$ cat src/design/tccs_pkg.sv
// Shared types, constants and helper functions of the text console cursor and scroll core.
package tccs_pkg;

    localparam int MAX_COLUMNS = 128;
    localparam int MAX_ROWS    = 64;
    localparam int QUEUE_DEPTH = 4;
    localparam int QUEUE_AW    = $clog2(QUEUE_DEPTH);

    localparam logic [7:0] CODE_BS = 8'd8;
    localparam logic [7:0] CODE_CR = 8'd13;
    localparam logic [7:0] CODE_LF = 8'd10;

    localparam logic OP_WRITE = 1'b0;
    localparam logic OP_CLEAR = 1'b1;

    typedef enum logic [2:0] {
        KIND_CELL       = 3'd0,
        KIND_SCROLL     = 3'd1,
        KIND_CURSOR     = 3'd2,
        KIND_FONT_ERROR = 3'd3,
        KIND_CLEARED    = 3'd4
    } kind_t;

    typedef enum logic [2:0] {
        CFG_COLUMNS = 3'd0,
        CFG_ROWS    = 3'd1,
        CFG_LOWEST  = 3'd2,
        CFG_HIGHEST = 3'd3,
        CFG_COLOUR  = 3'd4
    } cfg_index_t;

    typedef struct packed {
        logic       opcode;
        logic [7:0] char_code;
        logic       end_of_write;
    } in_word_t;

    typedef struct packed {
        kind_t       kind;
        logic [5:0]  ring_row;
        logic [5:0]  screen_row;
        logic [6:0]  column;
        logic [7:0]  glyph_index;
        logic [15:0] cell_colour;
        logic [5:0]  top_row;
        logic        last;
    } out_word_t;

    typedef struct packed {
        logic [7:0]  columns_in_use;
        logic [6:0]  rows_in_use;
        logic [7:0]  lowest_code;
        logic [7:0]  highest_code;
        logic [15:0] text_colour;
    } cfg_t;

    // Up to three results of one character, already packed towards slot 0.
    typedef struct packed {
        logic [1:0]      count;
        out_word_t [2:0] word;
    } push_t;

    function automatic logic [5:0] row_next(input logic [5:0] v, input logic [6:0] period);
        logic [6:0] s;
        begin
            s = {1'b0, v} + 7'd1;
            return (s >= period) ? 6'd0 : s[5:0];
        end
    endfunction

    function automatic logic [5:0] row_prev(input logic [5:0] v, input logic [6:0] period);
        logic [6:0] p;
        begin
            p = period - 7'd1;
            return (v == 6'd0) ? p[5:0] : v - 6'd1;
        end
    endfunction

    function automatic logic [6:0] col_next(input logic [6:0] v, input logic [7:0] period);
        logic [7:0] s;
        begin
            s = {1'b0, v} + 8'd1;
            return (s >= period) ? 7'd0 : s[6:0];
        end
    endfunction

    function automatic logic [6:0] col_prev(input logic [6:0] v, input logic [7:0] period);
        logic [7:0] p;
        begin
            p = period - 8'd1;
            return (v == 7'd0) ? p[6:0] : v - 7'd1;
        end
    endfunction

    function automatic logic [5:0] screen_of(input logic [5:0] ring, input logic [5:0] start,
                                             input logic [6:0] period);
        logic [6:0] d;
        begin
            if (ring >= start)
                d = {1'b0, ring} - {1'b0, start};
            else
                d = {1'b0, ring} + period - {1'b0, start};
            return d[5:0];
        end
    endfunction

endpackage

$ cat src/design/tccs_cfg.sv
// Configuration register bank of the text console cursor and scroll core.
module tccs_cfg (
    input  logic               clk,
    input  logic               rst_n,
    input  logic               cfg_valid,
    output logic               cfg_ready,
    input  logic [2:0]         cfg_index,
    input  logic [15:0]        cfg_data,
    output tccs_pkg::cfg_t     cfg
);

    tccs_pkg::cfg_t cfg_reg;
    tccs_pkg::cfg_t cfg_next;

    assign cfg_ready = 1'b1;
    assign cfg       = cfg_reg;

    always_comb
    begin
        cfg_next = cfg_reg;
        if (cfg_valid)
        begin
            unique case (cfg_index)
                tccs_pkg::CFG_COLUMNS: cfg_next.columns_in_use = cfg_data[7:0];
                tccs_pkg::CFG_ROWS:    cfg_next.rows_in_use    = cfg_data[6:0];
                tccs_pkg::CFG_LOWEST:  cfg_next.lowest_code    = cfg_data[7:0];
                tccs_pkg::CFG_HIGHEST: cfg_next.highest_code   = cfg_data[7:0];
                tccs_pkg::CFG_COLOUR:  cfg_next.text_colour    = cfg_data;
                default:               cfg_next = cfg_reg;
            endcase
        end
    end

    always_ff @(posedge clk or negedge rst_n)
    begin
        if (!rst_n)
        begin
            cfg_reg.columns_in_use <= 8'd80;
            cfg_reg.rows_in_use    <= 7'd30;
            cfg_reg.lowest_code    <= 8'd32;
            cfg_reg.highest_code   <= 8'd126;
            cfg_reg.text_colour    <= 16'hFFFF;
        end
        else
        begin
            cfg_reg <= cfg_next;
        end
    end

endmodule

$ cat src/design/tccs_step.sv
// Input register, cursor and scroll state, and per-character result generation.
module tccs_step (
    input  logic               clk,
    input  logic               rst_n,
    input  tccs_pkg::cfg_t     cfg,
    input  logic               char_valid,
    output logic               char_stall,
    input  tccs_pkg::in_word_t char_word,
    input  logic               space_ok,
    output logic               push_en,
    output tccs_pkg::push_t    push
);

    logic               in_valid_reg, in_valid_next;
    tccs_pkg::in_word_t in_word_reg;
    logic [5:0]         cursor_row_reg, cursor_row_next;
    logic [6:0]         cursor_column_reg, cursor_column_next;
    logic [5:0]         start_row_reg, start_row_next;
    logic               discarding_reg, discarding_next;

    logic       fire;
    logic       accept;
    logic [7:0] cols;
    logic [6:0] rows;
    logic [5:0] cr;
    logic [6:0] cc;
    logic [5:0] sr;
    logic       v0, v1, v2;
    tccs_pkg::out_word_t c0, c1, c2;
    tccs_pkg::out_word_t s0, s1, s2;
    logic [1:0] n;

    assign fire       = in_valid_reg && space_ok;
    assign char_stall = in_valid_reg && !space_ok;
    assign accept     = char_valid && !char_stall;
    assign push_en    = fire;

    always_comb
    begin
        if (accept)
            in_valid_next = 1'b1;
        else if (fire)
            in_valid_next = 1'b0;
        else
            in_valid_next = in_valid_reg;
    end

    // A zero or oversize geometry is clamped to the supported range.
    always_comb
    begin
        if (cfg.columns_in_use == 8'd0)
            cols = 8'd1;
        else if (cfg.columns_in_use > 8'(tccs_pkg::MAX_COLUMNS))
            cols = 8'(tccs_pkg::MAX_COLUMNS);
        else
            cols = cfg.columns_in_use;

        if (cfg.rows_in_use == 7'd0)
            rows = 7'd1;
        else if (cfg.rows_in_use > 7'(tccs_pkg::MAX_ROWS))
            rows = 7'(tccs_pkg::MAX_ROWS);
        else
            rows = cfg.rows_in_use;
    end

    // State that lies outside a shrunk geometry is taken as zero.
    assign cr = ({1'b0, cursor_row_reg} >= rows) ? 6'd0 : cursor_row_reg;
    assign cc = ({1'b0, cursor_column_reg} >= cols) ? 7'd0 : cursor_column_reg;
    assign sr = ({1'b0, start_row_reg} >= rows) ? 6'd0 : start_row_reg;

    always_comb
    begin
        cursor_row_next    = cr;
        cursor_column_next = cc;
        start_row_next     = sr;
        discarding_next    = discarding_reg;
        v0 = 1'b0;
        v1 = 1'b0;
        v2 = 1'b0;

        c0.kind        = tccs_pkg::KIND_CELL;
        c0.ring_row    = cr;
        c0.screen_row  = tccs_pkg::screen_of(cr, sr, rows);
        c0.column      = cc;
        c0.glyph_index = in_word_reg.char_code - cfg.lowest_code;
        c0.cell_colour = cfg.text_colour;
        c0.top_row     = sr;
        c0.last        = 1'b0;

        if (in_word_reg.opcode == tccs_pkg::OP_CLEAR)
        begin
            cursor_row_next    = 6'd0;
            cursor_column_next = 7'd0;
            start_row_next     = 6'd0;
            discarding_next    = 1'b0;
            v0                 = 1'b1;
            c0                 = '0;
            c0.kind            = tccs_pkg::KIND_CLEARED;
        end
        else if (discarding_reg)
        begin
            if (in_word_reg.end_of_write)
                discarding_next = 1'b0;
        end
        else if (in_word_reg.char_code == tccs_pkg::CODE_BS)
        begin
            if (!(cc == 7'd0 && cr == sr))
            begin
                if (cc == 7'd0)
                    cursor_row_next = tccs_pkg::row_prev(cr, rows);
                cursor_column_next = tccs_pkg::col_prev(cc, cols);
            end
            v2 = in_word_reg.end_of_write;
        end
        else if (in_word_reg.char_code == tccs_pkg::CODE_CR)
        begin
            cursor_column_next = 7'd0;
            v2 = in_word_reg.end_of_write;
        end
        else if (in_word_reg.char_code == tccs_pkg::CODE_LF)
        begin
            cursor_row_next = tccs_pkg::row_next(cr, rows);
            if (cursor_row_next == sr)
            begin
                start_row_next = tccs_pkg::row_next(sr, rows);
                v1 = 1'b1;
            end
            v2 = in_word_reg.end_of_write;
        end
        else if (in_word_reg.char_code < cfg.lowest_code ||
                 in_word_reg.char_code > cfg.highest_code)
        begin
            v0              = 1'b1;
            c0.kind         = tccs_pkg::KIND_FONT_ERROR;
            c0.glyph_index  = 8'd0;
            c0.cell_colour  = 16'd0;
            discarding_next = !in_word_reg.end_of_write;
        end
        else
        begin
            v0 = 1'b1;
            cursor_column_next = tccs_pkg::col_next(cc, cols);
            if (cursor_column_next == 7'd0)
            begin
                cursor_row_next = tccs_pkg::row_next(cr, rows);
                if (cursor_row_next == sr)
                begin
                    start_row_next = tccs_pkg::row_next(sr, rows);
                    v1 = 1'b1;
                end
            end
            v2 = in_word_reg.end_of_write;
        end
    end

    always_comb
    begin
        c1.kind        = tccs_pkg::KIND_SCROLL;
        c1.ring_row    = cursor_row_next;
        c1.screen_row  = tccs_pkg::screen_of(cursor_row_next, start_row_next, rows);
        c1.column      = cursor_column_next;
        c1.glyph_index = 8'd0;
        c1.cell_colour = 16'd0;
        c1.top_row     = start_row_next;
        c1.last        = 1'b0;

        c2      = c1;
        c2.kind = tccs_pkg::KIND_CURSOR;
    end

    // Pack the present results towards slot 0 and flag the final one.
    always_comb
    begin
        n  = 2'({1'b0, v0} + {1'b0, v1} + {1'b0, v2});
        s0 = v0 ? c0 : (v1 ? c1 : c2);
        s1 = (v0 && v1) ? c1 : c2;
        s2 = c2;
        s0.last = (n == 2'd1);
        s1.last = (n == 2'd2);
        s2.last = (n == 2'd3);
        push.count   = n;
        push.word[0] = s0;
        push.word[1] = s1;
        push.word[2] = s2;
    end

    always_ff @(posedge clk or negedge rst_n)
    begin
        if (!rst_n)
        begin
            in_valid_reg      <= 1'b0;
            cursor_row_reg    <= 6'd0;
            cursor_column_reg <= 7'd0;
            start_row_reg     <= 6'd0;
            discarding_reg    <= 1'b0;
        end
        else
        begin
            in_valid_reg <= in_valid_next;
            if (fire)
            begin
                cursor_row_reg    <= cursor_row_next;
                cursor_column_reg <= cursor_column_next;
                start_row_reg     <= start_row_next;
                discarding_reg    <= discarding_next;
            end
        end
    end

    always_ff @(posedge clk)
    begin
        if (accept)
            in_word_reg <= char_word;
    end

endmodule

$ cat src/design/tccs_fifo.sv
// Result queue that takes up to three words a cycle and hands out one while not stalled.
module tccs_fifo (
    input  logic                clk,
    input  logic                rst_n,
    input  logic                push_en,
    input  tccs_pkg::push_t     push,
    output logic                space_ok,
    output logic                res_valid,
    input  logic                res_stall,
    output tccs_pkg::out_word_t res_word
);

    localparam int CW = $clog2(tccs_pkg::QUEUE_DEPTH + 1);

    tccs_pkg::out_word_t mem [tccs_pkg::QUEUE_DEPTH];

    logic [tccs_pkg::QUEUE_AW-1:0] wr_ptr_reg, wr_ptr_next;
    logic [tccs_pkg::QUEUE_AW-1:0] rd_ptr_reg, rd_ptr_next;
    logic [CW-1:0]                 count_reg, count_next;
    logic [CW-1:0]                 n_in;
    logic                          pop;

    assign res_valid = (count_reg != '0);
    assign res_word  = mem[rd_ptr_reg];
    assign pop       = res_valid && !res_stall;
    assign space_ok  = (count_reg <= CW'(tccs_pkg::QUEUE_DEPTH - 3));
    assign n_in      = push_en ? CW'(push.count) : '0;

    always_comb
    begin
        wr_ptr_next = wr_ptr_reg + tccs_pkg::QUEUE_AW'(n_in);
        rd_ptr_next = rd_ptr_reg + tccs_pkg::QUEUE_AW'(pop);
        count_next  = count_reg + n_in - CW'(pop);
    end

    always_ff @(posedge clk or negedge rst_n)
    begin
        if (!rst_n)
        begin
            wr_ptr_reg <= '0;
            rd_ptr_reg <= '0;
            count_reg  <= '0;
        end
        else
        begin
            wr_ptr_reg <= wr_ptr_next;
            rd_ptr_reg <= rd_ptr_next;
            count_reg  <= count_next;
        end
    end

    always_ff @(posedge clk)
    begin
        for (int i = 0; i < 3; i++)
        begin
            if (push_en && (i < int'(push.count)))
                mem[wr_ptr_reg + tccs_pkg::QUEUE_AW'(i)] <= push.word[i];
        end
    end

endmodule

$ cat src/design/text_console_cursor_scroll_core.sv
// Top level of the text console cursor and scroll core.
// Throughput: one character per cycle while each yields at most one result word and the
// receiver does not stall; else the single result port paces it at one word per cycle,
// up to three per character. Reset clears the cursor, the start row, discarding and the
// result queue, and loads the register defaults (80 columns, 30 rows, font 32 to 126,
// colour 0xFFFF).
module text_console_cursor_scroll_core (
    input  logic                clk,
    input  logic                rst_n,
    input  logic                char_valid,
    output logic                char_stall,
    input  tccs_pkg::in_word_t  char_word,
    output logic                res_valid,
    input  logic                res_stall,
    output tccs_pkg::out_word_t res_word,
    input  logic                cfg_valid,
    output logic                cfg_ready,
    input  logic [2:0]          cfg_index,
    input  logic [15:0]         cfg_data
);

    tccs_pkg::cfg_t  cfg;
    tccs_pkg::push_t push;
    logic            push_en;
    logic            space_ok;

    tccs_cfg u_cfg (
        .clk       (clk),
        .rst_n     (rst_n),
        .cfg_valid (cfg_valid),
        .cfg_ready (cfg_ready),
        .cfg_index (cfg_index),
        .cfg_data  (cfg_data),
        .cfg       (cfg)
    );

    tccs_step u_step (
        .clk        (clk),
        .rst_n      (rst_n),
        .cfg        (cfg),
        .char_valid (char_valid),
        .char_stall (char_stall),
        .char_word  (char_word),
        .space_ok   (space_ok),
        .push_en    (push_en),
        .push       (push)
    );

    tccs_fifo u_fifo (
        .clk       (clk),
        .rst_n     (rst_n),
        .push_en   (push_en),
        .push      (push),
        .space_ok  (space_ok),
        .res_valid (res_valid),
        .res_stall (res_stall),
        .res_word  (res_word)
    );

endmodule

$ cat config.mk
export PLATFORM = sky130hd
export DESIGN_NAME = text_console_cursor_scroll_core
export DESIGN_NICKNAME = d
export VERILOG_FILES = /design/src/design/tccs_pkg.sv /design/src/design/tccs_cfg.sv /design/src/design/tccs_step.sv /design/src/design/tccs_fifo.sv /design/src/design/text_console_cursor_scroll_core.sv
export SDC_FILE = /design/constraint.sdc
export NUM_CORES = 1
export LEC_CHECK = 0
export ABC_AREA = 1
export BUFFER_PORTS_ARGS = -buffer_cell sky130_fd_sc_hd__clkbuf_2
export CAP_MARGIN = 15
export CELL_PAD_IN_SITES_DETAIL_PLACEMENT = 0
export CELL_PAD_IN_SITES_GLOBAL_PLACEMENT = 1
export CORE_MARGIN = 2
export CORE_UTILIZATION = 51
export CTS_CLUSTER_DIAMETER = 60
export DETAILED_ROUTE_END_ITERATION = 10
export PLACE_DENSITY_LB_ADDON = 0.1
export REMOVE_ABC_BUFFERS = 1
export SETUP_SLACK_MARGIN = 0.5
export SYNTH_ARGS = -nofsm -noshare
export SYNTH_HDL_FRONTEND = slang
export SYNTH_SLANG_ARGS = --single-unit
$ cat constraint.sdc
create_clock -name clk -period 17.35 [get_ports clk]
set_input_delay 1.735 -clock clk [delete_from_list [all_inputs] [get_ports clk]]
set_output_delay 1.735 -clock clk [all_outputs]
set_load 0.01 [all_outputs]
==> reports/metrics.cfg, run 1 <==
[pwr]
swShare = 0.479
combPwrFrac = 0.552
clockPowerShare = 0.186
power_density_nw_per_um2 = 203
p_sw_mw = 1.90
intPower_mw = 2.07
cellLeakagePower_nw = 8.16
worst_ir_drop_vdd_v = 0.000118
seqPwrFrac = 0.262

[grt]
antenna_found_initial = 0
grt_pass1_wl_um = 85400
overflow = 0
grt_pass1_vias = 14900
grtUsageTotal = 0.307
grt_max_degree = 108

[logic_synthesis]
yosysTopAreaCell = edfxtp_1
synth_edf_count = 114
ys_ff_latch = 297
synthFlopType = edfxtp_1
synth_area_leaders = edfxtp_1 19%, dfxtp_1 12%, o21ai_0 11%
synth.top_cell.area_share = 0.195
synth_commonest_cells = 377 x o21ai_0, 316 x nand2_1, 199 x inv_1
synth-async-reset-ratio = 0.253
ys_warn_count = 0
synth_most_common_cell = o21ai_0
synth.yosys.seq_area_share = 0.426
synth.avg_cell_area_um2 = 8.15
synth.distinct_cells = 64
syn_area_um2 = 17600
synthCells = 2158

[die]
fp-row-count = 68
initial_core_util = 0.513
core_area_um2 = 34300
die_h_um = 190
die_area_um2 = 36000
io_pins = 90
fp.dieW_um = 190

[timing]
setup_violations = 0
rsz0062_at_grt = false
setup_tns_ps = 0
fin_ws_ps = 7920
period_share = 0.544
clock_skew_ps = 20.7
fin_hold_ws_ps = 471
hold_violations = 0
fmax_mhz = 106
layout_min_cycle_time_ps = 9430
relSlewSlack = 0.203
worst_pin_slew_ps = 1190
finalMaxSlewViolations = 0

[setup_path]
slowest_delay_ps = 770
crit_required_ps = 17590
critPathCaptureType = register
worst_path_most_repeated_cell = nand2_1
worst_r2r_path_depth = 40
path_class = reg -> reg
reg2reg_to = u_fifo.mem[1][39]
critPathLaunchType = register
cp_slowest_cell = a21oi_1
rrSetupSlack_ps = 7920
r2r_start = u_cfg.cfg[35]
cp_max_fo = 39
arrival_ps = 9670

[finish]
fill_cells = 3235
fin_nets = 2344
diodes = 0
largest_register_ffs = 212
drive_gt1_frac = 0.141
fin_util = 0.571
areaGrowthSynthToFinish_pct = 11.2

[place]
port_buffers = 88
hpwl_um = 36700
pre_cts_ws_ps = 8160
place_congestion = 0.951

[clock_tree]
cts_buffers = 36
ctsResizeCount = 0
insertion_delay_ps = 550
cts_root_buffer = clkbuf_16
cts_setup_buffers = 0
cts_tree = yes
cts_hold_buf = 0
cts.path.max_buffers = 3
clock_sinks = 297
clkTransAtPathRegs_ps = 60
cts-htree-levels = 2

[hold_path]
holdCritPathClass = reg -> reg
hold_end = u_fifo.count_reg[2]
hold_depth = 1
hp-start = u_fifo.count_reg[2]

[run]
maxCapViolations = 0

[detailed_routing]
antenna_left = 0
first_pass_iters = 5
wl_per_cell_um = 20.5
via_count = 15800
drcViolationCount = 0
finalWirelength_um = 54900
initialDrtViolationCount = 1378
viasPerCell = 5.87

[run_status]
status = complete, no violations

layer usage:
| metal | routed length, um | part of all wire | global-route usage | up-vias |
|---|---|---|---|---|
| met1 | 24600 | 0.45 | 0.426 | 7535 |
| li1 | - | - | - | 7579 |
| met4 | 1070 | 0.019 | 0.0766 | 0 |
| met3 | 4220 | 0.077 | 0.0624 | 72 |
| met5 | 0 | 0 | 0 | - |
| met2 | 25100 | 0.46 | 0.495 | 573 |
per-stage QoR:
stage	cell area (um2)	instances	power [mW]
finish	19600	2685	3.97
detailed placement	18400	2619	3.20
floorplan	17200	2050	2.52
global placement	18400	2619	3.18
CTS	19500	2684	3.95
global route	19600	2685	4.28
worst max-delay path by stage:
stage,startpoint,endpoint,slack (ps),cells past startpoint
after floorplan,u_cfg.cfg[35],u_fifo.mem[1][0],8650,40
after global placement,u_cfg.cfg[35],u_fifo.mem[1][2],8340,40
after detailed placement,u_cfg.cfg[35],u_fifo.mem[1][38],8160,40
after CTS,u_cfg.cfg[35],u_fifo.mem[1][39],8110,40
after global routing,u_cfg.cfg[35],u_fifo.mem[1][39],7340,40
final,u_cfg.cfg[35],u_fifo.mem[1][39],7920,40
layout make-up:
cell class / instances / area, um2 / share of cell area
clock buffer: 49 / 990 / 0.0506
clock inverter: 16 / 163 / 0.00831
inverter: 215 / 810 / 0.0414
multi-input combinational: 1538 / 8880 / 0.454
sequential: 297 / 7500 / 0.383
tap: 455 / 569 / 0.0291
timing repair buffer: 115 / 653 / 0.0334
cell usage in the layout, fill, tap and decap left out, types with 6 or more instances in the layout:
| cell type | netlist | final |
|---|---|---|
| nand3_2 | 7 | 7 |
| nor2_2 | 8 | 9 |
| dfxtp_1 | 108 | 108 |
| clkbuf_2 | 0 | 87 |
| inv_1 | 199 | 197 |
| a21oi_1 | 74 | 74 |
| nor2_1 | 189 | 185 |
| buf_4 | 2 | 27 |
| edfxtp_1 | 114 | 114 |
| o21ai_0 | 377 | 377 |
| nand2_2 | 19 | 22 |
| o22ai_1 | 110 | 110 |
| nand3_1 | 158 | 158 |
| xnor2_1 | 8 | 8 |
| ha_1 | 92 | 92 |
| dfstp_2 | 29 | 29 |
| o21ai_1 | 7 | 7 |
| and2_1 | 6 | 6 |
| clkinv_1 | 4 | 6 |
| inv_2 | 11 | 13 |
| dfrtp_1 | 46 | 45 |
| nand2_1 | 316 | 313 |
| o211ai_1 | 12 | 12 |
| nand4_1 | 22 | 22 |
| mux2_2 | 8 | 8 |
| clkbuf_1 | 91 | 9 |
| xor2_1 | 16 | 16 |
| o22ai_2 | 11 | 11 |
| fa_1 | 15 | 15 |
| clkbuf_16 | 0 | 36 |
| nor2_4 | 13 | 16 |
critical path, delay by kind of cell, from the launching register on:
| family | cells | cell delay [ps] |
|---|---|---|
| AOI/OAI and AO/OA | 3 | 1020 |
| adders and majority gates | 4 | 1630 |
| buffers and inverters | 11 | 2680 |
| DFF | 1 | 380 |
| and+or+nand+nor | 22 | 3350 |
power groups by stage:
stage	clock network (mW)	logic (mW)	registers (mW)
after CTS	0.752	2.17	1.04
after global placement	0	2.13	1.04
after detailed placement	0	2.16	1.05
after global routing	0.777	2.44	1.06
after floorplan	0	1.47	1.05
final	0.739	2.19	1.04
cell families (layout without fill, tap and decap cells):
group / Yosys count / after routing / synth area share
DFF: 297 / 297 / 0.426
xor gates and xnor gates: 24 / 24 / 0.0120
AOI/OAI and AO/OA: 627 / 627 / 0.200
muxes: 9 / 9 / 0.00569
buffers and inverters: 323 / 395 / 0.0708
adders and majority gates: 108 / 108 / 0.0831
and+or+nand+nor: 769 / 769 / 0.202
other: 1 / 1 / 0.000213
No activity file was read; power rests on OpenSTA's default activity.
==> run 2, diff against run 1 <==
CORE_UTILIZATION = 47   (was 51)
clock period = 9.5 ns   (was 17.35 ns; I/O delays follow)
==> run 2 against run 1 <==
Compared with the run above: utilization decreased by 3.6 points; critical path type unchanged; worst setup slack got worse by 6500 ps; highest routed layer unchanged; largest power group unchanged; worst hold slack got worse by 99 ps; non-clock buffer count increased by 5.
==> reports/metrics.cfg, run 2 (synthesis gave the netlist of run 1 again) <==
[pwr]
swShare = 0.476  ; was 0.479
combPwrFrac = 0.549  ; was 0.552
seqPwrFrac = 0.264  ; was 0.262
power_density_nw_per_um2 = 368  ; was 203 nW/um2
intPower_mw = 3.78  ; was 2.07 mW
clockPowerShare = 0.187  ; was 0.186
cellLeakagePower_nw = 8.18  ; was 8.16 nW
worst_ir_drop_vdd_v = 0.000205  ; was 0.000118 V
p_sw_mw = 3.43  ; was 1.90 mW
finalPower_mw = 7.21  ; was 3.97 mW

[die]
die_area_um2 = 39000  ; was 36000 um2
die_h_um = 197  ; was 190 um
io_pins = 90  ; unchanged
fp.dieW_um = 197  ; was 190 um
initial_core_util = 0.479  ; was 0.513
fp-row-count = 70  ; was 68
core_area_um2 = 36700  ; was 34300 um2

[finish]
diodes = 0  ; unchanged
largest_register_ffs = 212  ; unchanged
final_common_cell = o21ai_0  ; unchanged
drive_gt1_frac = 0.144  ; was 0.141
fin_nets = 2348  ; was 2344
areaGrowthSynthToFinish_pct = 11.5  ; was 11.2%
layout_common_cells = 376 x o21ai_0, 313 x nand2_1, 195 x inv_1, 185 x nor2_1, 157 x nand3_1  ; was 377 x o21ai_0, 313 x nand2_1, 197 x inv_1, 185 x nor2_1, 158 x nand3_1

[setup_path]
cp_max_fo = 8  ; was 39
cp_slowest_cell = fa_1  ; was a21oi_1
crit_required_ps = 9800  ; was 17590 ps
critPathLaunchType = register  ; unchanged
path_class = reg -> reg  ; unchanged
r2r_start = u_cfg.cfg[35]  ; unchanged
worst_path_most_repeated_cell = inv_1  ; was nand2_1
critPathTopFamily = simple AND/OR/NAND/NOR gates  ; unchanged
arrival_ps = 8420  ; was 9670 ps
crit_buf_inv = 12  ; was 11
critPathCaptureType = register  ; unchanged
slowest_delay_ps = 540  ; was 770 ps
crit_start = u_cfg.cfg[35]  ; unchanged

[detailed_routing]
antenna_left = 0  ; unchanged
wl_per_cell_um = 20.7  ; was 20.5 um
drcViolationCount = 0  ; unchanged
finalWirelength_um = 55800  ; was 54900 um
viasPerCell = 5.86  ; was 5.87
first_pass_iters = 5  ; unchanged
initialDrtViolationCount = 1159  ; was 1378
via_count = 15800  ; about the same

[timing]
clock_skew_ps = 15.8  ; was 20.7 ps
finalMaxSlewViolations = 0  ; unchanged
setup_violations = 0  ; unchanged
layout_min_cycle_time_ps = 8130  ; was 9430 ps
period_share = 0.856  ; was 0.544
setup_tns_ps = 0  ; unchanged
fmax_mhz = 123  ; was 106 MHz
rsz0062_at_grt = false  ; unchanged
fin_hold_ws_ps = 372  ; was 471 ps
relSlewSlack = 0.211  ; was 0.203
worst_pin_slew_ps = 1180  ; was 1190 ps
hold_violations = 0  ; unchanged

[grt]
grt_pass1_vias = 15400  ; was 14900
grt_max_degree = 71  ; was 108
antenna_found_initial = 0  ; unchanged
grtUsageTotal = 0.291  ; was 0.307
overflow = 0  ; unchanged
grt_pass1_wl_um = 88000  ; was 85400 um

[hold_path]
holdCritPathClass = in -> async  ; was reg -> reg

[clock_tree]
cts.path.max_buffers = 3  ; unchanged
cts-htree-levels = 2  ; unchanged
cts_tree = yes  ; unchanged
cts_setup_buffers = 0  ; unchanged
clkTransAtPathRegs_ps = 60  ; about the same
insertion_delay_ps = 550  ; about the same
cts_root_buffer = clkbuf_16  ; unchanged
clock_sinks = 297  ; unchanged
cts_buffers = 35  ; was 36

[place]
port_buffers = 88  ; unchanged
place_congestion = 0.945  ; was 0.951
hpwl_um = 37500  ; was 36700 um

[run_status]
status = complete, no violations  ; unchanged

[run]
maxCapViolations = 0  ; unchanged

## run 2: through the flow
step,setup slack (ps),util,std cells,area [um2]
floorplan,802,-,2050,17200
global placement,1080,0.503,2638,18500
detailed placement,996,0.503,2638,18500
CTS,975,0.534,2701,19600
global route,604,0.534,2701,19600
finish,1370,0.534,2701,19600
## run 2: layer usage
layer	share of wire	vias up	global-route usage
li1	-	7583	-
met2	0.47	524	0.477
met3	0.058	94	0.0333
met4	0.025	0	0.0922
met5	0	-	0
met1	0.45	7636	0.404
## run 2: final cells by class
class                           instances  area [um2]
Timing Repair Buffer                  120         683
Multi-Input combinational cell       1538        8890
Inverter                              215         810
Tap cell                              468         586
Clock inverter                         15         143
Fill cell                            3474       17100
Clock buffer                           48         997
Sequential cell                       297        7500
## run 2: power by group through the flow
stage / logic [mW] / registers [mW] / clock network [mW]
final: 3.96 / 1.90 / 1.35
after global routing: 4.42 / 1.94 / 1.42
after CTS: 3.93 / 1.90 / 1.37
after detailed placement: 3.91 / 1.93 / 0
after global placement: 3.88 / 1.92 / 0
after floorplan: 2.68 / 1.91 / 0
## run 2: path summary, 6_finish.rpt
kind	to	slack, ps	cells past startpoint
worst max-delay path	u_fifo.mem[0][43]	1370	53
worst min-delay path	u_cfg.cfg[0]	370	1
worst max register to register	u_fifo.mem[0][43]	1370	53
worst min register to register	u_fifo.count_reg[2]	470	1
max in group asynchronous	u_fifo.rd_ptr_reg[0]	8030	2
min in group clk	u_fifo.count_reg[2]	470	1
## run 2: what timing repair did
action | CTS | global route
endpoints found under the setup margin | 0 | 39
resized for setup | 0 | 6
hold buffers | 0 | 0
